**src/sv/c2p_pkg.sv**
```systemverilog
// Shared constants, types and the arctangent table for the cartesian_to_polar block.
// No dependencies; every module of the block imports it.
package c2p_pkg;

  localparam int CORDIC_STEPS  = 16;
  localparam int ATAN_ENTRIES  = 24;
  localparam int ATAN_IDX_W    = $clog2(ATAN_ENTRIES);
  localparam int CORDIC_ITER   = (CORDIC_STEPS < ATAN_ENTRIES) ? CORDIC_STEPS : ATAN_ENTRIES;
  localparam int SQRT_STEPS    = 16;
  localparam int PIPE_STEPS    = (CORDIC_ITER > SQRT_STEPS) ? CORDIC_ITER : SQRT_STEPS;
  localparam int PREP_STAGES   = 3;
  localparam int LATENCY       = PREP_STAGES + PIPE_STEPS + 1;

  localparam int COORD_W       = 16;
  localparam int RADIUS_W      = 16;
  localparam int ANGLE_W       = 17;
  localparam int ROT_W         = COORD_W + 1;
  localparam int FRAC_SHIFT    = 24;
  localparam int CW            = 43;
  localparam int ZW            = 26;
  localparam int SQ_W          = 32;
  localparam int SQ_TW         = 34;
  localparam int ROOT_W        = 16;
  localparam int ANGLE_SHIFT   = 8;

  localparam logic signed [ZW-1:0] DEG90_FIX  = ZW'(5898240);
  localparam logic signed [ZW-1:0] ANGLE_RND  = ZW'(128);
  localparam logic signed [ZW-1:0] ANGLE_MAX  = ZW'(46080);
  localparam logic signed [ANGLE_W-1:0] ANGLE_LIM = ANGLE_W'(46080);

  typedef struct packed {
    logic y_zero;
    logic x_neg;
  } c2p_flags_t;

  typedef struct packed {
    logic signed [CW-1:0] x;
    logic signed [CW-1:0] y;
    logic signed [ZW-1:0] z;
  } c2p_vec_t;

  typedef struct packed {
    logic [SQ_W-1:0]   rem;
    logic [ROOT_W-1:0] root;
  } c2p_root_t;

  // atan(2^-i) in degrees * 2^16
  function automatic logic signed [ZW-1:0] atan_lut(input logic [ATAN_IDX_W-1:0] idx);
    logic signed [ZW-1:0] v;
    unique case (idx)
      ATAN_IDX_W'(0):  v = ZW'(2949120);
      ATAN_IDX_W'(1):  v = ZW'(1740967);
      ATAN_IDX_W'(2):  v = ZW'(919879);
      ATAN_IDX_W'(3):  v = ZW'(466945);
      ATAN_IDX_W'(4):  v = ZW'(234379);
      ATAN_IDX_W'(5):  v = ZW'(117304);
      ATAN_IDX_W'(6):  v = ZW'(58666);
      ATAN_IDX_W'(7):  v = ZW'(29335);
      ATAN_IDX_W'(8):  v = ZW'(14668);
      ATAN_IDX_W'(9):  v = ZW'(7334);
      ATAN_IDX_W'(10): v = ZW'(3667);
      ATAN_IDX_W'(11): v = ZW'(1833);
      ATAN_IDX_W'(12): v = ZW'(917);
      ATAN_IDX_W'(13): v = ZW'(458);
      ATAN_IDX_W'(14): v = ZW'(229);
      ATAN_IDX_W'(15): v = ZW'(115);
      ATAN_IDX_W'(16): v = ZW'(57);
      ATAN_IDX_W'(17): v = ZW'(29);
      ATAN_IDX_W'(18): v = ZW'(14);
      ATAN_IDX_W'(19): v = ZW'(7);
      ATAN_IDX_W'(20): v = ZW'(4);
      ATAN_IDX_W'(21): v = ZW'(2);
      ATAN_IDX_W'(22): v = ZW'(1);
      default:         v = '0;
    endcase
    return v;
  endfunction

endpackage

```
**src/sv/c2p_isqrt.sv**
```systemverilog
// Restoring integer square root, one result bit per register stage.
// Same depth as the CORDIC pipeline. Depends on c2p_pkg.
module c2p_isqrt import c2p_pkg::*; (
  input  logic              clk_i,
  input  logic [SQ_W-1:0]   sum_sq_i,
  output logic [SQ_W-1:0]   rem_o,
  output logic [ROOT_W-1:0] root_o
);

  c2p_root_t rt_q [PIPE_STEPS];

  for (genvar j = 0; j < PIPE_STEPS; j++) begin : g_stage
    c2p_root_t rin, rt_d;

    if (j == 0) begin : g_first
      assign rin.rem  = sum_sq_i;
      assign rin.root = '0;
    end else begin : g_next
      assign rin = rt_q[j-1];
    end

    if (j < SQRT_STEPS) begin : g_bit
      localparam int K = SQRT_STEPS - 1 - j;
      logic [SQ_TW-1:0] trial, rem_w;
      logic             take;
      assign trial = (SQ_TW'(rin.root) << (K + 1)) + (SQ_TW'(1) << (2 * K));
      assign rem_w = SQ_TW'(rin.rem);
      assign take  = (rem_w >= trial);
      assign rt_d.rem  = take ? SQ_W'(rem_w - trial) : rin.rem;
      assign rt_d.root = take ? (rin.root | (ROOT_W'(1) << K)) : rin.root;
    end else begin : g_pass
      assign rt_d = rin;
    end

    always_ff @(posedge clk_i) begin
      rt_q[j] <= rt_d;
    end
  end

  assign rem_o  = rt_q[PIPE_STEPS-1].rem;
  assign root_o = rt_q[PIPE_STEPS-1].root;

endmodule

```
**config.mk**
```make
export PLATFORM = sky130hd
export DESIGN_NAME = c2p_isqrt
export DESIGN_NICKNAME = d
export VERILOG_FILES = /design/src/sv/c2p_pkg.sv /design/src/sv/c2p_isqrt.sv
export SDC_FILE = /design/constraint.sdc
export NUM_CORES = 1
export LEC_CHECK = 0
export BUFFER_PORTS_ARGS = -buffer_cell sky130_fd_sc_hd__buf_4
export CORE_MARGIN = 1
export CORE_UTILIZATION = 30
export CTS_CLUSTER_DIAMETER = 150
export CTS_CLUSTER_SIZE = 12
export DETAILED_ROUTE_END_ITERATION = 7
export PLACE_DENSITY = 0.45
export SYNTH_ARGS = -nofsm -noshare
export SYNTH_HDL_FRONTEND = slang
export SYNTH_SLANG_ARGS = --single-unit
```
**constraint.sdc**
```tcl
create_clock -name clk_i -period 7.96 [get_ports clk_i]
set_clock_uncertainty 0.1 [all_clocks]
set_input_delay 0.398 -clock clk_i [delete_from_list [all_inputs] [get_ports clk_i]]
set_output_delay 0.398 -clock clk_i [all_outputs]
set_load 0.03 [all_outputs]
```
==> results.txt <==
- By area, the combinational part of the netlist is dominated by simple AND/OR/NAND/NOR gates.
- Counting distinct cell types in the post-synthesis netlist gives 80.
- Setup repair after global routing missed its margin: false
* Die ar.: 83000 µm²
- The clock reaches the later pin of the worst-skew pair after 640 ps.
* Cells resized by post-CTS repair: 0
- Count of port buffers added during placement: 80
- Die boundary height: 288 µm
- Fin crit share: 46.1%
* Min cycle time layout: 3670 ps
- Synthesized area per cell: 10.1 µm²
- Leak pwr: 0.0126 µW
- The synthesized netlist devotes 11.8% of its cell area to compound gates.
- Layout Nets: 2773
- The first global-routing pass estimated 89000 µm of wire.
* Sequential cell area fraction in the yosys report: 52.8%
- Max Fanout on Critical Path: 31
- From synthesis to final layout, the design area changed by 15.2%.
* Root buf cell: sky130_fd_sc_hd__clkbuf_16
- The worst setup path is of the reg -> reg kind.
- The synthesized netlist occupies a cell area of 24600 µm².
- TritonCTS clock tree: yes
- The worst setup path is launched from a flip-flop.
- Routed WL: 55000 µm
- The number of hold violations in the final report is 0.
- Initial Util: 30.4%
- Clk pin slew, worst setup/hold paths: 60 ps
- Power spread over the standard cell area amounts to 368 nW/µm².
- Leaving out fill and tap cells, the most frequent cell in the layout is sky130_fd_sc_hd__dfxtp_1.
- Dominant register cell in the synthesized netlist: sky130_fd_sc_hd__dfxtp_1
* Final setup violation count: 0
- Total via count after detailed routing: 17000
- The longest clock path from root to sink contains 3 buffers.
* Routed wire length per instance: 15.1 µm
- H-Tree Depth: 2
- Before antenna repair, the detailed router went through 8 iterations.
- TritonCTS Sinks: 648
- GPL Wtd Cong: 0.861
- At the pin with the least slew margin, the transition time is 1150 ps.
* Worst rel slew slack: 22.9%
- Data on the critical path is required at its endpoint by 8350 ps.
- 81 I/O pins were placed.
* Worst min-delay path category: reg -> reg
- The worst-case IR drop observed on VDD is 0.000195 V.
- Capturing element type of the critical path: flip-flop
- Number of synthesis warnings: 0
- For this run, the share of the core covered by cells in the final layout is 35.0%.
- Synthesized netlist net count: 2628
* Rows: 104
- Measured against the total synthesized area, the mux share comes to 1.20%.
- Global-route usage over all layers: 13.4%
- Via/cell ratio: 4.65
- DP Wirelength: 43500 µm
- GRT overflow: 0
- Adder-cell area share of the yosys netlist: 7.75%
- Synthesized netlist cell count: 2443
- Clock tree synthesis inserted a total of 59 buffers.
- Ant diodes: 0
* Violations in the final reports: DRC
* Register name with the most flops: rt_q
* EDFF count, synth: 0
* Initial antenna violation count: 0
- After detailed routing, the number of remaining DRC violations is 7.
- Max reg flops: 648
- Summed over all failing endpoints, the final setup total negative slack is 0 ps.
- Share of async-settable or async-resettable flops after synthesis: 0%
- Share of cells above drive strength 1: 8.11%
* Leading cell types in the layout, fill and taps excluded: sky130_fd_sc_hd__dfxtp_1, sky130_fd_sc_hd__inv_1, sky130_fd_sc_hd__nand2_1
- After Yosys synthesis, and, or, nand and nor cells account for 15.0% of the synthesized area.
- The max-slew violation count came to 0.
- The total area inside the core boundary comes to 80800 µm².
- Remaining number of nets flagged by the antenna check after routing: 0
- Entering global routing, the biggest net connects 41 pins.
- Largest registers: rt_q (648)
- Xor and xnor fraction of the mapped netlist area: 7.88%
* Count of maximum capacitance violations: 0
* Highest clock frequency the design can meet: 0.273 GHz
- Worst EP arrival: 4060 ps
- Synthesis inferred 648 register bits.
- Number of global-route vias before repair: 17800
- The first routing iteration left 726 violations.
- Die Width: 288 µm
* Status: finished, violations left
[critical path, stage by stage, from the launching register on]
cell,delay [ps]
sky130_fd_sc_hd__dfxtp_1,320
sky130_fd_sc_hd__inv_1,40
sky130_fd_sc_hd__ha_1,330
sky130_fd_sc_hd__nor2b_1,180
sky130_fd_sc_hd__o31ai_1,520
sky130_fd_sc_hd__a211oi_1,230
sky130_fd_sc_hd__o21ai_0,780
sky130_fd_sc_hd__and2_0,220
sky130_fd_sc_hd__buf_4,300
sky130_fd_sc_hd__inv_1,190
sky130_fd_sc_hd__mux2_2,310
[routing by layer]
metal | part of all wire, % | vias up | GRT usage, %
met1 | 39 | 7894 | 13.3
met4 | 4.6 | 0 | 6.48
met5 | 0 | - | 0
met2 | 54 | 255 | 26.5
li1 | - | 8716 | -
met3 | 2.9 | 121 | 1.99
[final timing paths]
path,startpoint,to,slack (ps),depth (start not counted)
hold / removal,rt_q[12][11]$_DFF_P_,rt_q[13][11]$_DFF_P_,240,0
hold reg to reg,rt_q[12][11]$_DFF_P_,rt_q[13][11]$_DFF_P_,240,0
setup / recovery,rt_q[14][1]$_DFF_P_,rt_q[15][28]$_DFF_P_,4290,10
setup reg to reg,rt_q[14][1]$_DFF_P_,rt_q[15][28]$_DFF_P_,4290,10
[kinds of logic (layout without fill, tap and decap cells)]
family                   Yosys count  count (layout)
AND/OR/NAND/NOR                  701             701
flip-flops                       648             648
AO/OA/AOI/OAI                    465             465
buffers and inverters            229             375
XOR/XNOR                         221             221
adder cells (fa/ha/maj)          152             152
multiplexers                      27              27
[metrics by stage]
step	power (µW)	instance area, µm²	setup WS [ps]	hold WS (ps)	instances
floorplan	7060	24600	5250	222	2443
global placement	7960	26400	4330	236	3555
detailed placement	8010	26400	4270	238	3555
CTS	10500	28300	4240	243	3649
global route	11100	28300	4070	250	3649
finish	10400	28300	4290	245	3649
[power by group]
group / switching, µW / internal [µW] / leakage (µW)
registers: 609 / 4090 / 0.00544
logic: 1800 / 1440 / 0.00635
clock network: 1150 / 1310 / 0.000761
[synth_stat cells, types with 12 or more instances]
| cell | n | area (µm²) |
|---|---|---|
| sky130_fd_sc_hd__a211oi_1 | 16 | 120 |
| sky130_fd_sc_hd__a21o_1 | 39 | 293 |
| sky130_fd_sc_hd__a21oi_1 | 127 | 636 |
| sky130_fd_sc_hd__and2_1 | 14 | 87.6 |
| sky130_fd_sc_hd__clkbuf_1 | 25 | 93.8 |
| sky130_fd_sc_hd__dfxtp_1 | 648 | 13000 |
| sky130_fd_sc_hd__ha_1 | 152 | 1900 |
| sky130_fd_sc_hd__inv_1 | 192 | 721 |
| sky130_fd_sc_hd__mux2_2 | 19 | 214 |
| sky130_fd_sc_hd__nand2_1 | 157 | 589 |
| sky130_fd_sc_hd__nand2b_1 | 38 | 238 |
| sky130_fd_sc_hd__nand3_1 | 31 | 155 |
| sky130_fd_sc_hd__nand4_1 | 26 | 163 |
| sky130_fd_sc_hd__nor2_1 | 148 | 556 |
| sky130_fd_sc_hd__nor2b_1 | 17 | 106 |
| sky130_fd_sc_hd__nor3_1 | 64 | 320 |
| sky130_fd_sc_hd__nor4_1 | 87 | 544 |
| sky130_fd_sc_hd__nor4b_1 | 17 | 149 |
| sky130_fd_sc_hd__o211ai_1 | 12 | 90.1 |
| sky130_fd_sc_hd__o21a_1 | 27 | 203 |
| sky130_fd_sc_hd__o21ai_0 | 153 | 766 |
| sky130_fd_sc_hd__o31ai_1 | 19 | 143 |
| sky130_fd_sc_hd__or2_2 | 16 | 100 |
| sky130_fd_sc_hd__or3_1 | 26 | 163 |
| sky130_fd_sc_hd__or4_1 | 14 | 105 |
| sky130_fd_sc_hd__xnor2_1 | 103 | 902 |
| sky130_fd_sc_hd__xor2_1 | 118 | 1030 |
[repair_timing]
item	4_1_cts	5_1_grt
endpoints found under the hold margin	32	0
buffers inserted	0	0
endpoints found under the setup margin	0	0
hold buffers	32	0
[area by class of cell]
type,count,area [µm²]
Clock inverter,3,90.1
Fill cell,8090,52500
Clock buffer,59,1480
Inverter,192,721
Sequential cell,648,13000
Multi-Input combinational cell,1566,10700
Tap cell,1060,1330
Timing Repair Buffer,121,988
No activity file was read; power rests on OpenSTA's default activity.
