==> src/sv/c2p_pkg.sv <==
// Shared constants, types and the arctangent table for the cartesian_to_polar block.
// No dependencies; every module of the block imports it.
package c2p_pkg;

  localparam int CORDIC_STEPS  = 16;
  localparam int ATAN_ENTRIES  = 24;
  localparam int ATAN_IDX_W    = $clog2(ATAN_ENTRIES);
  localparam int CORDIC_ITER   = (CORDIC_STEPS < ATAN_ENTRIES) ? CORDIC_STEPS : ATAN_ENTRIES;
  localparam int SQRT_STEPS    = 16;
  localparam int PIPE_STEPS    = (CORDIC_ITER > SQRT_STEPS) ? CORDIC_ITER : SQRT_STEPS;
  localparam int PREP_STAGES   = 3;
  localparam int LATENCY       = PREP_STAGES + PIPE_STEPS + 1;

  localparam int COORD_W       = 16;
  localparam int RADIUS_W      = 16;
  localparam int ANGLE_W       = 17;
  localparam int ROT_W         = COORD_W + 1;
  localparam int FRAC_SHIFT    = 24;
  localparam int CW            = 43;
  localparam int ZW            = 26;
  localparam int SQ_W          = 32;
  localparam int SQ_TW         = 34;
  localparam int ROOT_W        = 16;
  localparam int ANGLE_SHIFT   = 8;

  localparam logic signed [ZW-1:0] DEG90_FIX  = ZW'(5898240);
  localparam logic signed [ZW-1:0] ANGLE_RND  = ZW'(128);
  localparam logic signed [ZW-1:0] ANGLE_MAX  = ZW'(46080);
  localparam logic signed [ANGLE_W-1:0] ANGLE_LIM = ANGLE_W'(46080);

  typedef struct packed {
    logic y_zero;
    logic x_neg;
  } c2p_flags_t;

  typedef struct packed {
    logic signed [CW-1:0] x;
    logic signed [CW-1:0] y;
    logic signed [ZW-1:0] z;
  } c2p_vec_t;

  typedef struct packed {
    logic [SQ_W-1:0]   rem;
    logic [ROOT_W-1:0] root;
  } c2p_root_t;

  // atan(2^-i) in degrees * 2^16
  function automatic logic signed [ZW-1:0] atan_lut(input logic [ATAN_IDX_W-1:0] idx);
    logic signed [ZW-1:0] v;
    unique case (idx)
      ATAN_IDX_W'(0):  v = ZW'(2949120);
      ATAN_IDX_W'(1):  v = ZW'(1740967);
      ATAN_IDX_W'(2):  v = ZW'(919879);
      ATAN_IDX_W'(3):  v = ZW'(466945);
      ATAN_IDX_W'(4):  v = ZW'(234379);
      ATAN_IDX_W'(5):  v = ZW'(117304);
      ATAN_IDX_W'(6):  v = ZW'(58666);
      ATAN_IDX_W'(7):  v = ZW'(29335);
      ATAN_IDX_W'(8):  v = ZW'(14668);
      ATAN_IDX_W'(9):  v = ZW'(7334);
      ATAN_IDX_W'(10): v = ZW'(3667);
      ATAN_IDX_W'(11): v = ZW'(1833);
      ATAN_IDX_W'(12): v = ZW'(917);
      ATAN_IDX_W'(13): v = ZW'(458);
      ATAN_IDX_W'(14): v = ZW'(229);
      ATAN_IDX_W'(15): v = ZW'(115);
      ATAN_IDX_W'(16): v = ZW'(57);
      ATAN_IDX_W'(17): v = ZW'(29);
      ATAN_IDX_W'(18): v = ZW'(14);
      ATAN_IDX_W'(19): v = ZW'(7);
      ATAN_IDX_W'(20): v = ZW'(4);
      ATAN_IDX_W'(21): v = ZW'(2);
      ATAN_IDX_W'(22): v = ZW'(1);
      default:         v = '0;
    endcase
    return v;
  endfunction

endpackage

==> src/sv/c2p_prep.sv <==
// Front end: input register, squares, quadrant pre-rotation and sum of squares.
// Three register stages. Depends on c2p_pkg.
module c2p_prep import c2p_pkg::*; (
  input  logic                      clk_i,
  input  logic                      rst_ni,
  input  logic                      valid_i,
  input  logic signed [COORD_W-1:0] x_coord_i,
  input  logic signed [COORD_W-1:0] y_coord_i,
  output logic                      valid_o,
  output c2p_flags_t                flags_o,
  output c2p_vec_t                  vec_o,
  output logic [SQ_W-1:0]           sum_sq_o
);

  logic                      v1_q, v2_q, v3_q;
  logic signed [COORD_W-1:0] x1_q, y1_q;
  logic [SQ_W-1:0]           sqx_q, sqy_q, sum_q;
  c2p_vec_t                  vec2_q, vec3_q, vec2_d;
  c2p_flags_t                flags2_q, flags3_q, flags2_d;

  logic signed [2*COORD_W-1:0] px, py;
  logic signed [ROT_W-1:0]     xe, ye, xr, yr;
  logic signed [ZW-1:0]        zr;
  logic signed [CW-1:0]        xw, yw;

  assign px = x1_q * x1_q;
  assign py = y1_q * y1_q;
  assign xe = ROT_W'(x1_q);
  assign ye = ROT_W'(y1_q);

  always_comb begin
    xr = xe;
    yr = ye;
    zr = '0;
    if (xe < 0) begin
      if (ye > 0) begin
        xr = ye;
        yr = -xe;
        zr = DEG90_FIX;
      end else begin
        xr = -ye;
        yr = xe;
        zr = -DEG90_FIX;
      end
    end
    xw = CW'(xr) <<< FRAC_SHIFT;
    yw = CW'(yr) <<< FRAC_SHIFT;
    vec2_d.x = xw;
    vec2_d.y = yw;
    vec2_d.z = zr;
    flags2_d.y_zero = (y1_q == '0);
    flags2_d.x_neg  = x1_q[COORD_W-1];
  end

  always_ff @(posedge clk_i or negedge rst_ni) begin
    if (!rst_ni) begin
      v1_q <= 1'b0;
      v2_q <= 1'b0;
      v3_q <= 1'b0;
    end else begin
      v1_q <= valid_i;
      v2_q <= v1_q;
      v3_q <= v2_q;
    end
  end

  always_ff @(posedge clk_i) begin
    x1_q     <= x_coord_i;
    y1_q     <= y_coord_i;
    sqx_q    <= SQ_W'($unsigned(px));
    sqy_q    <= SQ_W'($unsigned(py));
    vec2_q   <= vec2_d;
    flags2_q <= flags2_d;
    sum_q    <= sqx_q + sqy_q;
    vec3_q   <= vec2_q;
    flags3_q <= flags2_q;
  end

  assign valid_o  = v3_q;
  assign flags_o  = flags3_q;
  assign vec_o    = vec3_q;
  assign sum_sq_o = sum_q;

endmodule

==> config.mk <==
export PLATFORM = sky130hd
export DESIGN_NAME = c2p_prep
export DESIGN_NICKNAME = d
export VERILOG_FILES = /design/src/sv/c2p_pkg.sv /design/src/sv/c2p_prep.sv
export SDC_FILE = /design/constraint.sdc
export NUM_CORES = 1
export LEC_CHECK = 0
export BUFFER_PORTS_ARGS = -buffer_cell sky130_fd_sc_hd__buf_2
export CELL_PAD_IN_SITES_DETAIL_PLACEMENT = 2
export CELL_PAD_IN_SITES_GLOBAL_PLACEMENT = 2
export CORE_UTILIZATION = 36
export CTS_CLUSTER_DIAMETER = 60
export DETAILED_ROUTE_END_ITERATION = 8
export GPL_ROUTABILITY_DRIVEN = 0
export PLACE_DENSITY = 0.79
export RECOVER_POWER = 50
export SETUP_SLACK_MARGIN = 0.02
export SLEW_MARGIN = 30
export SYNTH_ARGS = -nofsm -noshare
export SYNTH_HDL_FRONTEND = slang
export SYNTH_SLANG_ARGS = --single-unit
==> constraint.sdc <==
create_clock -name clk_i -period 6.5 [get_ports clk_i]
set_input_delay 0.325 -clock clk_i [delete_from_list [all_inputs] [get_ports clk_i]]
set_output_delay 0.325 -clock clk_i [all_outputs]
set_load 0.1 [all_outputs]
==> out/results.md <==
| Result | Value |
|:---|:---|
| Launching element of the worst setup path | y1_q[12] |
| Clock network latency to the later pin of the worst-skew pair | 0.57 ns |
| Hold/Removal Path Class | input port to async pin |
| Clock tree root driver cell | clkbuf_16 |
| Count of antenna diodes in the layout | 0 |
| Crit path cell chain | clkinv_1, buf_4, nor2_1, inv_1, fa_1, inv_1, fa_1, inv_1, fa_1, inv_1, fa_1, fa_1, inv_1, fa_1, inv_1, ha_1, a21oi_1, a21boi_1, nor2b_1, a31oi_2, a21oi_4, or4_1, o211ai_1 |
| Yosys top cell by area | fa_1 |
| Number of synthesized flops with an enable pin | 0 |
| Fin area | 28,100 µm² |
| Maximum single-stage delay on the critical path | 0.54 ns |
| Total routing resource utilization after global routing | 0.2390 |
| CTS tree | yes |
| Initial Util | 0.3659 |
| Detailed Route WL | 80.57 mm |
| Pin slew with the least headroom to its limit | 1.205 ns |
| Yosys cell types | 65 |
| Synthesized flop and latch total | 207 |
| Number of endpoints failing setup at the final stage | 0 |
| Slack of the worst reg-to-reg path | 0.22 ns |
| Data required time at the worst endpoint | 6.98 ns |
| TritonRoute pass-1 iters | 5 |
| Number of buffers inserted by port buffering | 116 |
| Ports | 182 |
| Fraction of met1 tracks used by global routing | 0.2754 |
| Number of design-rule violations left by the first detailed-router iteration | 662 |
| Category of the critical setup timing path | flop to flop |
| Critical Path Sink | sqy_q[30] |
| Commonest non-fill, non-tap cells in the layout | 639 x inv_1, 465 x fa_1, 216 x ha_1 |
| Via count of the first global-routing pass | 22,610 |
| Area share of the largest cell type after synthesis | 0.3778 |
| Number of hold violations in the final report | 0 |
| Met2 GRT Util | 0.4369 |
| Most frequent standard cell in the layout excluding fill and tap cells | inv_1 |
| Non-filler instance count after layout | 3,693 |
| Largest fanout on the critical path | 6 |
| Average via count per standard cell | 4.938 |
| DRT antenna net count | 0 |
| Site row count | 95 |
| Signal arrival time at the worst endpoint | 6.76 ns |
| Total cell area at the placement stage | 26,500 µm² |
| Worst Skew | 0.02961 ns |
| Maximum frequency from static timing analysis | 0.1592 GHz |
| Clock buffers created by TritonCTS | 34 |
| Share of synthesized area occupied by flip-flops and latches | 0.1681 |
| Logic depth of the worst register-to-register path | 23 |
| Count of synthesis-stage warnings from yosys | 0 |
| Startpoint Class | flop |
| Global-route wire length before repair | 126.6 mm |
| Initial antenna violation count | 8 |
| Area overhead of the layout relative to synthesis | 13.54% |
| Proportion of register bits with asynchronous set or reset after synthesis | 0.01449 |
| Clock slew at the register clock pins of the worst setup and hold paths | 0.06 ns |
| Clock Sink Count | 207 |
| Count of unresolved DRC violations after routing | 0 |
| CP top delay family | adder cells |
| Finished Core Util | 0.4154 |
| Wire length per cell after detailed routing | 21.82 µm |
| Fin Setup TNS | 0 ns |
| Share of layout cells above drive strength 1 | 0.09681 |
| Placed insts | 3,597 |
| Critical Path Stages | 23 |
| Die Y | 264.2 µm |
| Max-slew violation count | 0 |
| Area of the mapped netlist | 24,750 µm² |
| Number of maximum-capacitance constraint violations | 0 |
| Maximum level of the CTS H-tree | 2 |
| Full die area | 69,800 µm² |
| Busiest grt layer | met2 |
| Overall via count from detail_route | 18,240 |
| Buf/Inv on CP | 8 |
| Average size of a mapped cell | 9.511 µm² |
| Launching point of the worst reg2reg path | y1_q[12] |
| Minimum clock period | 6.282 ns |
| Width of the die | 264.2 µm |
| Result of the run | completed |
| Share of the clock period used by the worst path | 0.9665 |
| Final net count | 3,516 |
| CP max stage cell | fa_1 |
| Overflow after GRT | 0 |
| Maximum root-to-sink buffer count | 3 |
| Endpoint of the worst register-to-register path | sqy_q[30] |
| Worst slew slack as a fraction of its limit | 0.2003 |
| Post-synthesis cell count | 2,602 |
| Dominant cells by area after synthesis | fa_1 38%, dfxtp_1 17%, ha_1 11% |
| Floorplan Core Area | 67,630 µm² |
| DP Wirelength | 66.43 mm |
| Most frequently used flop master after synthesis | dfxtp_1 |
| Capturing element type of the critical path | flop |
| Pin count of the biggest net entering global routing | 62 |
| Met3 capacity usage during global routing | 0.03607 |
cell type report:
class | count | area [µm²]
clock buffer | 39 | 943.4
clock inverter | 19 | 217.7
fill | 7289 | 39540
inverter | 650 | 2447
multi-input combinational | 1660 | 17630
sequential | 207 | 4194
tap | 873 | 1092
timing repair buffer | 245 | 1573
state kept, by name (all words and copies together), names as in the netlist:
name and count:
flags2_q 2, valid_o 1, sum_sq_o 32, sqy_q 31, flags_o 2, sqx_q 31
vec2_q 37, vec_o 37, y1_q 16, v1_q 1, x1_q 16, v2_q 1
repair_timing:
action	4_1_cts	5_1_grt
gates resized for setup	29	35
hold endpoints to repair	36	0
setup buffers	3	1
pin swaps	0	2
hold buffers	34	0
endpoints found under the setup margin	19	19
metrics by stage:
step	worst slack [ns]	hold slack (ns)
6_report	0.2180	0.1058
5_1_grt	-0.007498	0.1281
2_1_floorplan	0.07036	0.02941
3_3_place_gp	-0.01313	0.1170
3_5_place_dp	-0.2843	0.1212
4_1_cts	0.03857	0.06065
synth_stat cells, types with 3 or more instances:
master / number
nand2b_1: 8
and2_1: 64
xnor2_1: 96
xor2_1: 35
nor2_1: 148
o21bai_1: 13
a21oi_1: 90
a31oi_1: 7
buf_1: 6
a41o_1: 3
a21o_1: 28
dfrtp_1: 3
or2_2: 7
nand2_1: 190
nand4b_1: 3
nand4_1: 4
inv_1: 641
clkbuf_1: 61
clkinv_1: 8
o211ai_1: 8
a31o_2: 10
o31ai_1: 7
o21a_1: 14
nor3_1: 25
fa_1: 467
ha_1: 216
dfxtp_1: 204
nand3b_1: 3
or3_1: 17
nand3_1: 18
and3_1: 9
or4_1: 4
buf_4: 76
a21boi_0: 5
nor4_1: 3
buf_2: 4
o21ai_0: 40
nor2b_1: 9
a211oi_1: 14
nor3b_1: 3
kinds of logic after synthesis:
kind of cell	Yosys count	synth area share
buffers and inverters	800	0.1339
adders and majority gates	683	0.4870
and+or+nand+nor	519	0.09636
AOI/OAI and AO/OA	259	0.06740
DFF	207	0.1681
xor gates and xnor gates	131	0.04636
muxes	2	0.0008090
other	1	0.0001515
worst register-to-register path, stage by stage (launching register included):
cell      delay, ns
dfxtp_1        0.39
clkinv_1       0.20
buf_4          0.25
nor2_1         0.16
inv_1          0.08
fa_1           0.50
inv_1          0.06
fa_1           0.53
inv_1          0.05
fa_1           0.49
inv_1          0.06
fa_1           0.43
fa_1           0.54
inv_1          0.06
fa_1           0.49
inv_1          0.06
ha_1           0.21
a21oi_1        0.25
a21boi_1       0.19
nor2b_1        0.18
a31oi_2        0.25
a21oi_4        0.12
or4_1          0.53
o211ai_1       0.12
routing by layer:
metal / share of wire / vias to the layer above
met1: 0.39 / 9596
met2: 0.52 / 386
met4: 0.046 / 2
met3: 0.040 / 183
met5: 0.00016 / -
li1: - / 8068
how the worst min path moves through the flow:
stage                   end  slack [ns]  depth (start not counted)
floorplan              v1_q        0.03                          0
global placement    valid_o        0.12                          1
detailed placement     v1_q        0.12                          1
CTS                    v1_q        0.06                          2
global route           v2_q        0.13                          2
finish                 v1_q        0.11                          2
Power is left out: the tool's default activity adds up to more than one toggle a clock period on the data nets, which glitch-free logic cannot reach.
