File: config.mk
export PLATFORM = sky130hd
export DESIGN_NAME = c2p_post
export DESIGN_NICKNAME = d
export VERILOG_FILES = /design/src/sv/c2p_pkg.sv /design/src/sv/c2p_post.sv
export SDC_FILE = /design/constraint.sdc
export NUM_CORES = 1
export LEC_CHECK = 0
export ABC_CLOCK_PERIOD_IN_PS = 800
export BUFFER_PORTS_ARGS = -buffer_cell sky130_fd_sc_hd__buf_4
export CORE_AREA = 10 10 82 84
export CTS_CLUSTER_SIZE = 30
export DETAILED_ROUTE_END_ITERATION = 10
export DIE_AREA = 0 0 92 94
export GPL_TIMING_DRIVEN = 0
export PLACE_DENSITY = 0.82
export SYNTH_ARGS = -nofsm -noshare
export SYNTH_HDL_FRONTEND = slang
export SYNTH_SLANG_ARGS = --single-unit
File: constraint.sdc
create_clock -name clk_i -period 0.8 [get_ports clk_i]
set_input_delay 0.04 -clock clk_i [delete_from_list [all_inputs] [get_ports clk_i]]
set_output_delay 0.04 -clock clk_i [all_outputs]
set_load 0.02 [all_outputs]
File: src/sv/c2p_pkg.sv
// Shared constants, types and the arctangent table for the cartesian_to_polar block.
// No dependencies; every module of the block imports it.
package c2p_pkg;

  localparam int CORDIC_STEPS  = 16;
  localparam int ATAN_ENTRIES  = 24;
  localparam int ATAN_IDX_W    = $clog2(ATAN_ENTRIES);
  localparam int CORDIC_ITER   = (CORDIC_STEPS < ATAN_ENTRIES) ? CORDIC_STEPS : ATAN_ENTRIES;
  localparam int SQRT_STEPS    = 16;
  localparam int PIPE_STEPS    = (CORDIC_ITER > SQRT_STEPS) ? CORDIC_ITER : SQRT_STEPS;
  localparam int PREP_STAGES   = 3;
  localparam int LATENCY       = PREP_STAGES + PIPE_STEPS + 1;

  localparam int COORD_W       = 16;
  localparam int RADIUS_W      = 16;
  localparam int ANGLE_W       = 17;
  localparam int ROT_W         = COORD_W + 1;
  localparam int FRAC_SHIFT    = 24;
  localparam int CW            = 43;
  localparam int ZW            = 26;
  localparam int SQ_W          = 32;
  localparam int SQ_TW         = 34;
  localparam int ROOT_W        = 16;
  localparam int ANGLE_SHIFT   = 8;

  localparam logic signed [ZW-1:0] DEG90_FIX  = ZW'(5898240);
  localparam logic signed [ZW-1:0] ANGLE_RND  = ZW'(128);
  localparam logic signed [ZW-1:0] ANGLE_MAX  = ZW'(46080);
  localparam logic signed [ANGLE_W-1:0] ANGLE_LIM = ANGLE_W'(46080);

  typedef struct packed {
    logic y_zero;
    logic x_neg;
  } c2p_flags_t;

  typedef struct packed {
    logic signed [CW-1:0] x;
    logic signed [CW-1:0] y;
    logic signed [ZW-1:0] z;
  } c2p_vec_t;

  typedef struct packed {
    logic [SQ_W-1:0]   rem;
    logic [ROOT_W-1:0] root;
  } c2p_root_t;

  // atan(2^-i) in degrees * 2^16
  function automatic logic signed [ZW-1:0] atan_lut(input logic [ATAN_IDX_W-1:0] idx);
    logic signed [ZW-1:0] v;
    unique case (idx)
      ATAN_IDX_W'(0):  v = ZW'(2949120);
      ATAN_IDX_W'(1):  v = ZW'(1740967);
      ATAN_IDX_W'(2):  v = ZW'(919879);
      ATAN_IDX_W'(3):  v = ZW'(466945);
      ATAN_IDX_W'(4):  v = ZW'(234379);
      ATAN_IDX_W'(5):  v = ZW'(117304);
      ATAN_IDX_W'(6):  v = ZW'(58666);
      ATAN_IDX_W'(7):  v = ZW'(29335);
      ATAN_IDX_W'(8):  v = ZW'(14668);
      ATAN_IDX_W'(9):  v = ZW'(7334);
      ATAN_IDX_W'(10): v = ZW'(3667);
      ATAN_IDX_W'(11): v = ZW'(1833);
      ATAN_IDX_W'(12): v = ZW'(917);
      ATAN_IDX_W'(13): v = ZW'(458);
      ATAN_IDX_W'(14): v = ZW'(229);
      ATAN_IDX_W'(15): v = ZW'(115);
      ATAN_IDX_W'(16): v = ZW'(57);
      ATAN_IDX_W'(17): v = ZW'(29);
      ATAN_IDX_W'(18): v = ZW'(14);
      ATAN_IDX_W'(19): v = ZW'(7);
      ATAN_IDX_W'(20): v = ZW'(4);
      ATAN_IDX_W'(21): v = ZW'(2);
      ATAN_IDX_W'(22): v = ZW'(1);
      default:         v = '0;
    endcase
    return v;
  endfunction

endpackage

File: src/sv/c2p_post.sv
// Output stage: angle rounding and saturation, axis cases, radius rounding.
// One register stage. Depends on c2p_pkg.
module c2p_post import c2p_pkg::*; (
  input  logic                      clk_i,
  input  logic                      rst_ni,
  input  logic                      valid_i,
  input  c2p_flags_t                flags_i,
  input  logic signed [ZW-1:0]      z_i,
  input  logic [SQ_W-1:0]           rem_i,
  input  logic [ROOT_W-1:0]         root_i,
  output logic                      done_o,
  output logic [RADIUS_W-1:0]       radius_o,
  output logic signed [ANGLE_W-1:0] angle_o
);

  logic                      done_q;
  logic [RADIUS_W-1:0]       radius_q, radius_d;
  logic signed [ANGLE_W-1:0] angle_q, angle_d;
  logic signed [ZW-1:0]      zsum, zr, zsat;

  assign zsum = z_i + ANGLE_RND;
  assign zr   = zsum >>> ANGLE_SHIFT;

  always_comb begin
    if (zr > ANGLE_MAX) begin
      zsat = ANGLE_MAX;
    end else if (zr < -ANGLE_MAX) begin
      zsat = -ANGLE_MAX;
    end else begin
      zsat = zr;
    end
    if (flags_i.y_zero) begin
      angle_d = flags_i.x_neg ? ANGLE_LIM : '0;
    end else begin
      angle_d = ANGLE_W'(zsat);
    end
    radius_d = (rem_i > SQ_W'(root_i)) ? RADIUS_W'(root_i + ROOT_W'(1)) : RADIUS_W'(root_i);
  end

  always_ff @(posedge clk_i or negedge rst_ni) begin
    if (!rst_ni) begin
      done_q <= 1'b0;
    end else begin
      done_q <= valid_i;
    end
  end

  always_ff @(posedge clk_i) begin
    radius_q <= radius_d;
    angle_q  <= angle_d;
  end

  assign done_o   = done_q;
  assign radius_o = radius_q;
  assign angle_o  = angle_q;

endmodule

==> impl_metrics.tcl, run 1 <==
set metrics [dict create \
    outcome "complete, but fails checks" \
    violations "hold timing, setup timing" \
    gp_congestion 0.8317 \
    async_flop_share_pct 2.941 \
    synth_fp_nets 360 \
    setup_tns_ns -28.84 \
    maxSlewViolCount 0 \
    worstMarginPinSlew_ns 0.3913 \
    critPathSlowestCell "or3_4" \
    critPathMostFrequentCell "buf_4" \
    num_vias 2600 \
    start_util_pct 44.01 \
    path_cells "buf_4 > inv_4 > ha_4 > a21oi_1 > nor2b_1 > o21ai_1 > o211ai_1 > or3_4 > nand3_4 > buf_8 > buf_4 > nor2_2 > xnor2_1" \
    cts.sinks 34 \
    final_cell_mix "buf_4, buf_6, dfxtp_1" \
    drt-vias-per-instance 5.405 \
    nets 507 \
    min_period_ns 1.810 \
    critPathCapture "radius_o[11]$_DFF_P_" \
    tritoncts "done" \
    remaining_drc_errors 0 \
    syn_area_mm2 0.002233 \
    yosys_warnings 0 \
    core_area_mm2 0.005075 \
    wl_per_cell_um 17.96 \
    cp_data_arrival_time_ns 1.98 \
    grt_pass1_wl_um 12860 \
    ys_seq_area_share_pct 30.70 \
    grt_max_degree 12 \
    io_pins 113 \
    dp_hpwl_um 5666 \
    max_freq_mhz 552.4 \
    yosysTopAreaCellShare_pct 29.58 \
    die_w_um 92 \
    p_leak_nw 1.809 \
    worstHoldStart "flags_i[1]" \
    period_share_pct 226.3 \
    fin_cells 481 \
    drt-initial-drc-count 123 \
    p_sw_w 0.001465 \
    layout-drive-gt1-share_pct 56.93 \
    vdd_drop_max_mv 0.6647 \
    critPathMaxStageDelay_ns 0.43 \
    cp-start-kind "input port" \
    layout_commonest_cell "buf_4" \
    rsz0062_at_grt "yes" \
    io_buffers 99 \
    dr.pass1.iters 4 \
    syn_inst 263 \
    comb_power_share_pct 36.5 \
    hold_buffers 8 \
    sw_frac_of_total_pct 30.54 \
    wl_um 8641 \
    syn2layout_area_growth_pct 89.30 \
    drtAntennaViolNets 0 \
    startpoint "root_i[13]" \
    synth_area_leaders "dfxtp_1, ha_1, xnor2_1" \
    antenna_found_initial 0 \
    cp_data_required_time_ns 0.97 \
    root_buffer "clkbuf_8" \
    cap_viol_max_count 0 \
    n_fill_cell 304 \
    syn_area_per_cell_um2 8.492 \
    fin_util_pct 83.31 \
    dp.cells 432 \
    synthDistinctLibCells 44 \
    hold_slack_ns -0.05076 \
    antennaDiodeCount 0 \
    grt_use_total_pct 17.96 \
    holdCritPathClass "input port to flip-flop" \
    cts_made_buffers 5 \
    p_int_w 0.003332 \
    grt_overflow 0 \
    ys_dominant_reg_cell "dfxtp_1" \
    max_slew_margin_pct 73.71 \
    yosysTopAreaCell "dfxtp_1" \
    power_frac_seq_pct 38.7 \
    clockPowerShare_pct 24.7 \
    setup_viol 34 \
    path_clk_slew_ns 0.07 \
    clk_path_buf_depth 2 \
    htreeDepth 2 \
    synth-seq-cells 34 \
    synth_edf_count 0 \
    hold_violations 1 \
    worstPathMaxFanout 6 \
    p_per_area_mw_per_mm2 1134 \
    grt_pass1_vias 2753 \
    criticalPathCategory "input port to flip-flop" \
    die_y_um 94 \
    rows 26 \
    end_kind "flip-flop" \
    layout_setup_ws_ns -1.010 \
    die_area_mm2 0.008648 \
]
## power groups by stage
stage | combinational (W) | clock (W) | sequential, W
floorplan | 0.000570 | 0 | 0.00204
global placement | 0.00135 | 0 | 0.00188
detailed placement | 0.00139 | 0 | 0.00188
CTS | 0.00161 | 0.00121 | 0.00185
global route | 0.00187 | 0.00130 | 0.00187
finish | 0.00175 | 0.00119 | 0.00186
## cell usage after synthesis, types with 2 or more instances
| library cell | instances |
|---|---|
| nor4_1 | 10 |
| nand3_1 | 13 |
| a21oi_1 | 8 |
| xnor2_1 | 23 |
| a21boi_1 | 2 |
| o22ai_1 | 3 |
| dfxtp_1 | 33 |
| a21o_1 | 5 |
| a31oi_1 | 3 |
| and3_1 | 6 |
| nor2_1 | 18 |
| buf_2 | 4 |
| buf_4 | 5 |
| nand2_2 | 2 |
| inv_1 | 19 |
| a31o_2 | 2 |
| o211ai_1 | 2 |
| nor2b_1 | 3 |
| o21ai_0 | 9 |
| and4_1 | 4 |
| buf_6 | 4 |
| nor3_1 | 11 |
| nand4_1 | 12 |
| ha_1 | 18 |
| nand2_1 | 14 |
| or2_1 | 2 |
| xor2_1 | 9 |
| or3_1 | 3 |
## routing by layer
metal	routed length (µm)	share of wire, %	global-route usage [%]
met3	644	7.5	6.315
met1	3083	36	16.94
met4	175	2.0	4.499
met5	0	0	0
met2	4737	55	35.76
## cell families (layout without fill, tap and decap cells)
group	after synthesis	in the layout	share of synthesized area (%)
DFF	34	34	30.70
buffers and inverters	32	179	7.787
AOI/OAI and AO/OA	42	43	12.49
adders and majority gates	18	18	10.08
xor gates and xnor gates	33	33	13.28
and+or+nand+nor	104	104	25.66
## how the worst min path moves through the flow
stage | to | cells past startpoint
floorplan | done_o$_DFF_PN0_ | 0
global placement | done_o$_DFF_PN0_ | 1
detailed placement | done_o$_DFF_PN0_ | 1
CTS | angle_o[16]$_SDFF_PP0_ | 2
global route | angle_o[16]$_SDFF_PP0_ | 2
finish | angle_o[16]$_SDFF_PP0_ | 2
## repair_timing
action | in CTS | in global routing
pin swaps | 43 | 20
cloned | 1 | 0
setup endpoints to repair | 35 | 44
hold endpoints to repair | 9 | 1
gates resized for setup | 64 | 36
buffers inserted | 27 | 9
## registers in the layout (all words and copies together) (netlist names)
signal    flops
angle_o      17
done_o        1
radius_o     16
## worst max-delay path: cells and delay by family
family	cells	cell delay, ns
buffers and inverters	4	0.50
AND/OR/NAND/NOR	4	0.68
XOR/XNOR	1	0.12
adder cells (fa/ha/maj)	1	0.22
AO/OA/AOI/OAI	3	0.45
## final cells by class
| class | instances | area (µm²) | share of cell area (%) |
|---|---|---|---|
| Multi-Input combinational cell | 198 | 1881 | 44.48 |
| Timing Repair Buffer | 143 | 1262 | 29.86 |
| Clock buffer | 6 | 72.57 | 1.716 |
| Clock inverter | 2 | 10.01 | 0.2368 |
| Inverter | 19 | 122.6 | 2.900 |
| Sequential cell | 34 | 694.4 | 16.42 |
| Tap cell | 70 | 87.58 | 2.072 |
| Buffer | 9 | 97.59 | 2.308 |
## stage by stage
stage	setup WS (ns)	area, µm²	power (W)	hold WS [ns]
floorplan	-1.232	2577	0.002609	-0.2556
global placement	-1.495	3408	0.003232	-0.1851
detailed placement	-1.509	3408	0.003270	-0.1835
CTS	-0.8622	4029	0.004668	-0.06323
global route	-1.086	4228	0.005045	-0.05415
finish	-1.010	4228	0.004796	-0.05076
(Power assumes the default switching activity.)
==> run 2: changes to the inputs <==
Settings changed: MAX_ROUTING_LAYER from default to met4.
==> impl_metrics.tcl, run 2 (synthesized netlist as in run 1, its figures left out) <==
set metrics [dict create \
    period_share_pct 227.0 \
    holdCritPathClass "input port to flip-flop" \
    p_total_w 0.004806 \
    drtAntennaViolNets 0 \
    wl_per_cell_um 18.03 \
    htreeDepth 2 \
    worstHoldStart "flags_i[1]" \
    clk_path_buf_depth 2 \
    die_y_um 94 \
    violations "hold timing, setup timing" \
    grt_max_degree 12 \
    drt-initial-drc-count 112 \
    io_buffers 99 \
    antennaDiodeCount 0 \
    grt_use_total_pct 18.46 \
    critPathMaxStageDelay_ns 0.43 \
    path_clk_slew_ns 0.07 \
    worstPathMaxFanout 6 \
    outcome "complete, but fails checks" \
    p_per_area_mw_per_mm2 1137 \
    largest_reg_flops 17 \
    cp-start-kind "input port" \
    holdPathEnd "angle_o[16]$_SDFF_PP0_" \
    critPathMostFrequentCell "buf_4" \
    maxSlewViolCount 0 \
    cap_viol_max_count 0 \
    antenna_found_initial 0 \
    grt_overflow 0 \
    io_pins 113 \
    tritoncts "done" \
    num_vias 2607 \
    die_w_um 92 \
    end_kind "flip-flop" \
    final_cell_mix "buf_4, buf_6, dfxtp_1" \
    layout-drive-gt1-share_pct 56.93 \
    max_freq_mhz 550.7 \
    core_area_mm2 0.005075 \
    die_area_mm2 0.008648 \
    hold_violations 1 \
    syn2layout_area_growth_pct 89.30 \
    cts.sinks 34 \
    critPathSlowestCell "or3_4" \
    criticalPathCategory "input port to flip-flop" \
    grt_pass1_wl_um 12790 \
    nets 507 \
    path_cells "buf_4 > inv_4 > ha_4 > a21oi_1 > nor2b_1 > o21ai_1 > o211ai_1 > or3_4 > nand3_4 > buf_8 > buf_4 > nor2_2 > xnor2_1" \
    hold_slack_ns -0.05161 \
    p_leak_nw 1.809 \
    cts_made_buffers 5 \
    max_slew_margin_pct 73.43 \
    worstMarginPinSlew_ns 0.3956 \
    root_buffer "clkbuf_8" \
    setup_viol 34 \
    hold_buffers 8 \
    vdd_drop_max_mv 0.6715 \
    remaining_drc_errors 0 \
    wl_um 8671 \
    grt_pass1_vias 2763 \
    rsz0062_at_grt "yes" \
    dp_hpwl_um 5666 \
    holdPathStages 2 \
    layout_setup_ws_ns -1.016 \
    gp_congestion 0.8444 \
    dr.pass1.iters 4 \
    start_util_pct 44.01 \
    layout_commonest_cell "buf_4" \
    min_period_ns 1.816 \
    rows 26 \
    drt-vias-per-instance 5.420 \
    cp_data_required_time_ns 0.97 \
    cp_data_arrival_time_ns 1.99 \
]
## run 2: cell counts in the layout (fill, tap and decap cells not counted)
No cell type changed its count.
## run 2: final cells by class
| type | count | area (µm²) |
|---|---|---|
| clock inverters | 2 | 10.01 |
| flip-flops and latches | 34 | 694.4 |
| plain buffers | 9 | 97.59 |
| well taps | 70 | 87.58 |
| fillers | 304 | 847.1 |
| repair buffers | 143 | 1262 |
| multi-input cells | 198 | 1881 |
| clock buffers | 6 | 72.57 |
| inverters | 19 | 122.6 |
## run 2: worst max-delay path by stage
| stage | startpoint | endpoint | slack (ns) | cells after the start |
|---|---|---|---|---|
| after floorplan | z_i[7] | angle_o[0]$_SDFF_PP0_ | -1.23 | 12 |
| after global placement | z_i[7] | angle_o[14]$_SDFF_PP0_ | -1.49 | 13 |
| after detailed placement | z_i[7] | angle_o[0]$_SDFF_PP0_ | -1.51 | 13 |
| after CTS | root_i[9] | radius_o[15]$_DFF_P_ | -0.86 | 11 |
| after global routing | root_i[13] | radius_o[11]$_DFF_P_ | -1.09 | 13 |
| final | root_i[13] | radius_o[11]$_DFF_P_ | -1.02 | 13 |
## run 2: layer usage
metal  global-route usage, %  vias to the layer above  wire length [µm]
met5                       -                        -                 0
met4                   4.499                        0               138
met3                   5.675                       20               582
met2                   35.76                      118              4773
met1                   17.27                     1239              3177
li1                        -                     1230                 -
## run 2: what timing repair did
action / 4_1_cts / 5_1_grt
gates cloned: 1 / 0
resized for setup: 64 / 36
buffers inserted: 27 / 9
endpoints found under the hold margin: 9 / 1
pin swaps: 43 / 20
endpoints found under the setup margin: 35 / 44
## run 2: critical path, delay by kind of cell
family,cells,cell delay [ns]
adder cells (fa/ha/maj),1,0.22
XOR/XNOR,1,0.12
AND/OR/NAND/NOR,4,0.68
buffers and inverters,4,0.48
AO/OA/AOI/OAI,3,0.45
## run 2: metrics by stage
| stage | setup TNS [ns] | cell area [µm²] | worst slack, ns | utilization, % | cells |
|---|---|---|---|---|---|
| after global placement | -42.50 | 3408 | -1.495 | 67.16 | 432 |
| after CTS | -26.04 | 4029 | -0.8622 | 79.39 | 472 |
| after global routing | -32.09 | 4228 | -1.086 | 83.31 | 481 |
| after floorplan | -31.78 | 2577 | -1.232 | - | 263 |
| after detailed placement | -42.43 | 3408 | -1.509 | 67.16 | 432 |
| final | -28.85 | 4228 | -1.016 | 83.31 | 481 |
## run 2: where the power goes
part	switching, W	internal [W]	total (W)
combinational	0.000843	0.000910	0.00175
clock	0.000594	0.000602	0.00120
sequential	0.0000368	0.00182	0.00186
